## src/design/gtn_pkg.sv

```systemverilog
// Package for the gesture trace normalizer: payload structs, controller states,
// controller/datapath command and status structs, and constants. No dependencies.
package gtn_pkg;

	localparam int MaxPointsDefault = 64;
	localparam logic [2:0] PassesReset = 3'd2;

	typedef struct packed {
		logic [7:0] point_x;
		logic [7:0] point_y;
		logic       last_point;
	} in_word_t;

	typedef struct packed {
		logic [7:0] out_x;
		logic [7:0] out_y;
		logic [5:0] out_index;
		logic [6:0] out_length;
		logic       out_last;
	} out_word_t;

	typedef enum logic [3:0] {
		ST_LOAD,
		ST_PICK,
		ST_DIV,
		ST_RS_RD,
		ST_RS_WR,
		ST_SM_RD,
		ST_SM_WR,
		ST_COPY,
		ST_EMIT
	} state_t;

	typedef struct packed {
		logic load;
		logic pick;
		logic div_start;
		logic rs_rd;
		logic rs_wr;
		logic sm_rd;
		logic sm_wr;
		logic copy;
		logic emit;
		logic idx_clr;
		logic idx_inc;
	} cmd_t;

	typedef struct packed {
		logic div_done;
		logic last_idx;
		logic do_resample;
		logic do_smooth;
		logic pass_last;
		logic empty;
	} stat_t;

	function automatic logic [6:0] pick_length(input logic [6:0] len, input logic [6:0] cap);
		logic [6:0] best;
		begin
			if (len <= 7'd1)
				best = len;
			else if (len <= 7'd20)
				best = 7'd16;
			else if (len <= 7'd28)
				best = 7'd24;
			else if (len <= 7'd40)
				best = 7'd32;
			else if (len <= 7'd56)
				best = 7'd48;
			else if (len <= 7'd80)
				best = 7'd64;
			else
				best = 7'd96;
			if (len > 7'd1 && best > cap)
				best = cap;
			return best;
		end
	endfunction

endpackage

```

## src/design/gtn_ctrl.sv

```systemverilog
// Controller state machine for the gesture trace normalizer.
// Depends on gtn_pkg for the state, command and status types.
module gtn_ctrl import gtn_pkg::*; (
	input  logic   clk,
	input  logic   arst_n,
	input  logic   start,
	input  logic   last_point,
	input  stat_t  stat,
	output cmd_t   cmd,
	output logic   busy
);

	state_t state_q, state_d;

	always_ff @(posedge clk or negedge arst_n) begin
		if (!arst_n)
			state_q <= ST_LOAD;
		else
			state_q <= state_d;
	end

	always_comb begin
		state_d = state_q;
		cmd = '0;
		busy = 1'b1;
		unique case (state_q)
			ST_LOAD: begin
				busy = 1'b0;
				if (start) begin
					cmd.load = 1'b1;
					if (last_point)
						state_d = ST_PICK;
				end
			end
			ST_PICK: begin
				cmd.pick = 1'b1;
				cmd.idx_clr = 1'b1;
				if (stat.empty)
					state_d = ST_LOAD;
				else if (stat.do_resample) begin
					cmd.div_start = 1'b1;
					state_d = ST_DIV;
				end else if (stat.do_smooth)
					state_d = ST_SM_RD;
				else
					state_d = ST_EMIT;
			end
			ST_DIV: begin
				if (stat.div_done)
					state_d = ST_RS_RD;
			end
			ST_RS_RD: begin
				cmd.rs_rd = 1'b1;
				state_d = ST_RS_WR;
			end
			ST_RS_WR: begin
				cmd.rs_wr = 1'b1;
				if (stat.last_idx) begin
					cmd.idx_clr = 1'b1;
					state_d = ST_COPY;
				end else begin
					cmd.idx_inc = 1'b1;
					cmd.div_start = 1'b1;
					state_d = ST_DIV;
				end
			end
			ST_SM_RD: begin
				cmd.sm_rd = 1'b1;
				state_d = ST_SM_WR;
			end
			ST_SM_WR: begin
				cmd.sm_wr = 1'b1;
				if (stat.last_idx) begin
					cmd.idx_clr = 1'b1;
					state_d = ST_COPY;
				end else begin
					cmd.idx_inc = 1'b1;
					state_d = ST_SM_RD;
				end
			end
			ST_COPY: begin
				cmd.copy = 1'b1;
				if (stat.last_idx) begin
					cmd.idx_clr = 1'b1;
					state_d = stat.pass_last ? ST_EMIT : ST_SM_RD;
				end else
					cmd.idx_inc = 1'b1;
			end
			ST_EMIT: begin
				cmd.emit = 1'b1;
				cmd.idx_inc = 1'b1;
				if (stat.last_idx)
					state_d = ST_LOAD;
			end
			default: state_d = ST_LOAD;
		endcase
	end

endmodule

```

## config.mk

```make
export PLATFORM = sky130hd
export DESIGN_NAME = gtn_ctrl
export DESIGN_NICKNAME = d
export VERILOG_FILES = /design/src/design/gtn_pkg.sv /design/src/design/gtn_ctrl.sv
export SDC_FILE = /design/constraint.sdc
export NUM_CORES = 1
export LEC_CHECK = 0
export ABC_CLOCK_PERIOD_IN_PS = 4400
export BUFFER_PORTS_ARGS = -buffer_cell sky130_fd_sc_hd__buf_2
export CAP_MARGIN = 20
export CORE_ASPECT_RATIO = 0.7
export CORE_UTILIZATION = 24
export DETAILED_ROUTE_END_ITERATION = 8
export GPL_ROUTABILITY_DRIVEN = 0
export PLACE_DENSITY = 0.55
export REMOVE_ABC_BUFFERS = 1
export SYNTH_ARGS = -nofsm -noshare
export SYNTH_HDL_FRONTEND = slang
export SYNTH_SLANG_ARGS = --single-unit
export TNS_END_PERCENT = 1
```

## constraint.sdc

```tcl
create_clock -name clk -period 4.4 [get_ports clk]
set_clock_uncertainty 0.15 [all_clocks]
set_input_delay 0.44 -clock clk [delete_from_list [all_inputs] [get_ports clk]]
set_output_delay 0.44 -clock clk [all_outputs]
set_load 0.01 [all_outputs]
```

Word-level counts from Yosys, hierarchy flattened

Index checks and enable logic that the tools add are counted.

Add/sub/neg operators: 0
$mul: 0
Divide/modulo/power cells: 0
Magnitude comparators: 0
Equality and inequality tests: 13
Shift operators: 0
Mux-type cells: 29
Bitwise gates (word level): 0
Reduce and logical (&&, ||, !) cells: 3

Operators by type and width:

| cell                 | number |
|---|---|
| $mux W4              | 9 |
| $pmux W4 S9          | 1 |
| $eq A4 B3 Y1 const B | 4 |
| $mux W1              | 14 |
| $ne A2 B2 Y1 const B | 5 |
| $eq A4 B2 Y1 const B | 2 |
| $pmux W1 S2          | 3 |
| $reduce_and A5 Y1    | 1 |
| $eq A4 B1 Y1 const B | 1 |
| $eq A4 B4 Y1 const B | 1 |
| $logic_not A4 Y1     | 1 |
| $mux W3              | 1 |
| $reduce_or A3 Y1     | 1 |
| $mux W2              | 1 |

Register bits: 4
Bits in latches: 0
RAM bits: 0
Bits in read-only memories: 0
Input port bits: 10
Output and inout port bits: 12
Logic and storage cells: 46
Memories: 0

Logic depth before layout (Yosys ltp)

Word-level depth: 4
Gate-level depth with buffers: 5
Mapped depth without buffers: 4

Worst setup path before layout

OpenSTA, ideal clock, no wires.

Path kind: register -> output
From: register state_q[1]
To: output port cmd[8] in the netlist's numbering
Data arrival time: 1,270 ps
Data required time: 3,810 ps
Slack: 2,540 ps
Cell stages (with the launch flop): 4
Buffers on the path: 0
Path through: dfrtp_1 > nor4b_2 > nor2b_1 > a22o_1

RTL lines:

| item                   | line           | source |
|---|---|---|
| from (decl)            | gtn_ctrl.sv:13 | `state_t state_q, state_d;` |
| from (signal assigned) | gtn_ctrl.sv:19 | `state_q <= state_d;` |
| to (decl)              | gtn_ctrl.sv:9  | `output cmd_t cmd,` |

==> impl_summary.txt <==
----------------------------------------------------
[Clock network]
  Root cell of the clock tree ... sky130_fd_sc_hd__clkbuf_4
  CTS sink cnt ... 4
  Number of buffers created by CTS ... 3
  Setup Fix Bufs, Post-CTS ... 0
  TritonCTS clock tree ... built
  H-tree depth ... 1
  Number of buffers on the longest clock path ... 2
  Post-CTS clock slew at the launch and capture registers of the worst setup and hold paths ... 0.04 ns
  Clock latency of the later-clocked register in the worst-skew pair ... 0.23 ns

[Critical path]
  Critical Path Stages ... 4
  Critical Path AT ... 1.67 ns
  Worst reg-to-reg path cell count ... 4
  Family with the most delay on the worst path ... simple AND/OR/NAND/NOR gates
  Register-to-register path setup slack ... 2.40 ns
  Slowest cell delay on critical path ... approximately 0.53 ns
  Buffers & Inverters on Critical Path ... 1
  Type of the setup path with the least slack ... register to primary output
  Worst setup EP type ... primary output
  Capturing instance or port of the critical path ... cmd[8]
  Ordered list of cells on the worst path ... nor4b_2 > nor2b_1 > a22o_1 > buf_2
  Worst reg2reg endpoint ... state_q[1]
  Origin of the worst setup path ... state_q[1]
  Startpoint Class ... register
  Launch point of the worst reg-to-reg path ... state_q[3]
  CP max stage cell ... sky130_fd_sc_hd__dfrtp_1
  Maximum fanout encountered on the critical timing path ... 14
  Req. time, crit path ... 3.81 ns

[STA]
  Headroom to the max-slew limit ... 67.2%
  Final-report setup violation count ... 0
  Total count of hold-check failures in the final report ... 0
  Final sum of negative setup slack ... 0 ns
  Worst setup slack after layout ... 2.14 ns
  Transition time of the tightest slew-check pin ... 0.492 ns
  Setup repair after global routing missed its margin ... false
  Worst hold margin ... between 0.3 and 0.4 ns
  Final critical-path share of the clock period ... 51.3%
  Shortest period the worst path allows ... 2.26 ns
  Slew Limit Fails ... 0
  Max Freq ... 0.443 GHz

[Logic synthesis]
  Number of warnings issued by yosys ... 0
  Cell variety after synth ... 32
  Avg Synthesized Cell Area ... 8.24 µm²
  Mapped Cells ... slightly below 60
  Post-synthesis sequential element count ... 4
  Proportion of synthesized chip area in sequential cells ... 20.9%
  Synth Cell Area ... 478 µm²

[Cells and area]
  Register ranked first by flip-flop count ... state_q
  Number of nets in the layout ... 91
  Biggest regs ... state_q: 4 flops
  Most used cells in the layout excluding fill and tap cells ... 21 x sky130_fd_sc_hd__buf_2, 8 x sky130_fd_sc_hd__nor2_1, 5 x sky130_fd_sc_hd__nand2b_1, 5 x sky130_fd_sc_hd__inv_1, 4 x sky130_fd_sc_hd__dfrtp_1
  Post-layout utilization of the core ... between 30% and 40%
  Fraction of final layout cells sized beyond drive strength 1 ... 38.0%
  Post-route cell area ... 617 µm²
  Commonest non-fill, non-tap cell in the layout ... sky130_fd_sc_hd__buf_2
  Synthesis-to-layout area growth ... 29.1%
  Max FFs per register ... 4
  N_diodes ... 0
  Layout Cells excl Fill ... 101

[Run status]
  Outcome ... finished clean

[Floorplanning]
  Die Ht ... 39.3 µm
  Floorplan Core Area ... around 1900 µm²
  Starting Density ... 25.6%
  Die Span X ... 55.3 µm
  Floorplan die area ... 2180 µm²
  Number of cell rows ... 13
  Number of ports placed on the die boundary ... 22

[Detailed routing]
  First drt pass iteration count ... 2
  Number of remaining DRC errors ... 0
  Starting DRC count in detailed routing ... 4
  Routed wirelength normalized by instance count ... between 10 and 15 µm
  Antenna-violating nets left ... 0
  Detailed Route WL ... 1.12 mm
  Routed via count ... 480
  Vias/cell ... 4.75

[Flow run]
  Maximum Capacitance Violations ... 0

[Placed design]
  Worst slack, placed ... 2.37 ns
  Number of buffers inserted by port buffering ... 21
  Cell total after placement ... 97
  Detail Placement HPWL ... slightly below 900 µm
  Area post-placement ... 584 µm²

[GRT]
  Antenna violations before repair ... 0
  Maximum number of pins on one net before global-route repair ... 16
  Leftover overflow at the end of global routing ... 0
  First-pass GRT wire length ... about 1.9 mm
  Vias in the first global route ... 428
  Global-route total usage across every layer ... 11.6%

[Power]
  Total Power ... 336 µW
  Leakage Power ... 0.311 nW
  Max VDD drop ... 0.214 mV
  PwrDens ... 544 nW/µm²

[Min path]
  HP Class ... input port to asynchronous set/reset pin

----------------------------------------------------
## worst register-to-register path: cells and delay by family (launching register included)
family             cells  cell delay, ns
AOI/OAI and AO/OA      2            0.47
DFF                    1            0.64
and+or+nand+nor        2            0.62
## layer usage
layer  up-vias  global-route usage [%]  wire (µm)
li1        255                       -          -
met1       215                    15.9        579
met2        10                    17.2        495
met3         0                    2.64         46
met4         0                    5.63          0
met5         -                       0          0
## cell type report
type	count	area, µm²
clock buffer	3	22.5
fill	207	1250
inverter	5	18.8
multi-input combinational	45	333
sequential	4	100
tap	22	27.5
timing repair buffer	22	115
## how the worst min path moves through the flow
stage / slack [ns] / endpoint / from
2_1_floorplan: -0.006 / state_q[0] / arst_n
3_3_place_gp: 0.1 / state_q[0] / arst_n
3_5_place_dp: 0.1 / state_q[1] / arst_n
4_1_cts: 0.38 / state_q[1] / arst_n
5_1_grt: 0.40 / state_q[3] / arst_n
6_report: 0.39 / state_q[1] / arst_n
## cell families after synthesis
logic type / after synthesis / synth area share [%]
flops: 4 / 20.9
xor+xnor: 1 / 1.83
compound gates: 16 / 28.0
buf+inv: 9 / 9.42
simple gates: 28 / 39.8
## cells in the mapped netlist
cell type | count | share of area [%]
sky130_fd_sc_hd__or2b_1 | 1 | 1.6
sky130_fd_sc_hd__xnor2_1 | 1 | 1.8
sky130_fd_sc_hd__buf_6 | 1 | 2.4
sky130_fd_sc_hd__nor4_2 | 1 | 2.6
sky130_fd_sc_hd__a21o_1 | 2 | 3.1
sky130_fd_sc_hd__and2_1 | 1 | 1.3
sky130_fd_sc_hd__nand2_1 | 1 | 0.78
sky130_fd_sc_hd__nor3_1 | 2 | 2.1
sky130_fd_sc_hd__o22ai_1 | 1 | 1.3
sky130_fd_sc_hd__or4_1 | 1 | 1.6
sky130_fd_sc_hd__a22o_1 | 1 | 1.8
sky130_fd_sc_hd__buf_2 | 3 | 3.1
sky130_fd_sc_hd__a21oi_2 | 1 | 1.8
sky130_fd_sc_hd__nor2b_1 | 2 | 2.6
sky130_fd_sc_hd__nor2_1 | 8 | 6.3
sky130_fd_sc_hd__o21a_1 | 1 | 1.6
sky130_fd_sc_hd__o2bb2ai_1 | 1 | 1.8
sky130_fd_sc_hd__o311ai_0 | 2 | 3.7
sky130_fd_sc_hd__nand4b_1 | 1 | 1.8
sky130_fd_sc_hd__a21oi_4 | 1 | 3.4
sky130_fd_sc_hd__nand3_1 | 2 | 2.1
sky130_fd_sc_hd__o41ai_1 | 1 | 1.8
sky130_fd_sc_hd__inv_1 | 5 | 3.9
sky130_fd_sc_hd__dfrtp_1 | 4 | 21
sky130_fd_sc_hd__o21ai_0 | 1 | 1.0
sky130_fd_sc_hd__nor4_4 | 1 | 4.5
sky130_fd_sc_hd__nor4b_2 | 1 | 3.1
sky130_fd_sc_hd__a211o_1 | 2 | 3.7
sky130_fd_sc_hd__a22oi_1 | 1 | 1.6
sky130_fd_sc_hd__nand2b_1 | 5 | 6.5
sky130_fd_sc_hd__a31oi_1 | 1 | 1.3
sky130_fd_sc_hd__or4b_4 | 1 | 2.9
## repair_timing
| item | in CTS | in global routing |
|---|---|---|
| hold buffers | 1 | 0 |
| endpoints found under the hold margin | 4 | 0 |
| gates resized for setup | 0 | 0 |
## report_power, final
group | internal (mW) | switching [mW] | leakage, nW
sequential | 0.0494 | 0.0445 | 0.0531
combinational | 0.100 | 0.0976 | 0.245
clock | 0.0304 | 0.0137 | 0.0138
total | 0.180 | 0.156 | 0.311
(Power assumes the default switching activity.)
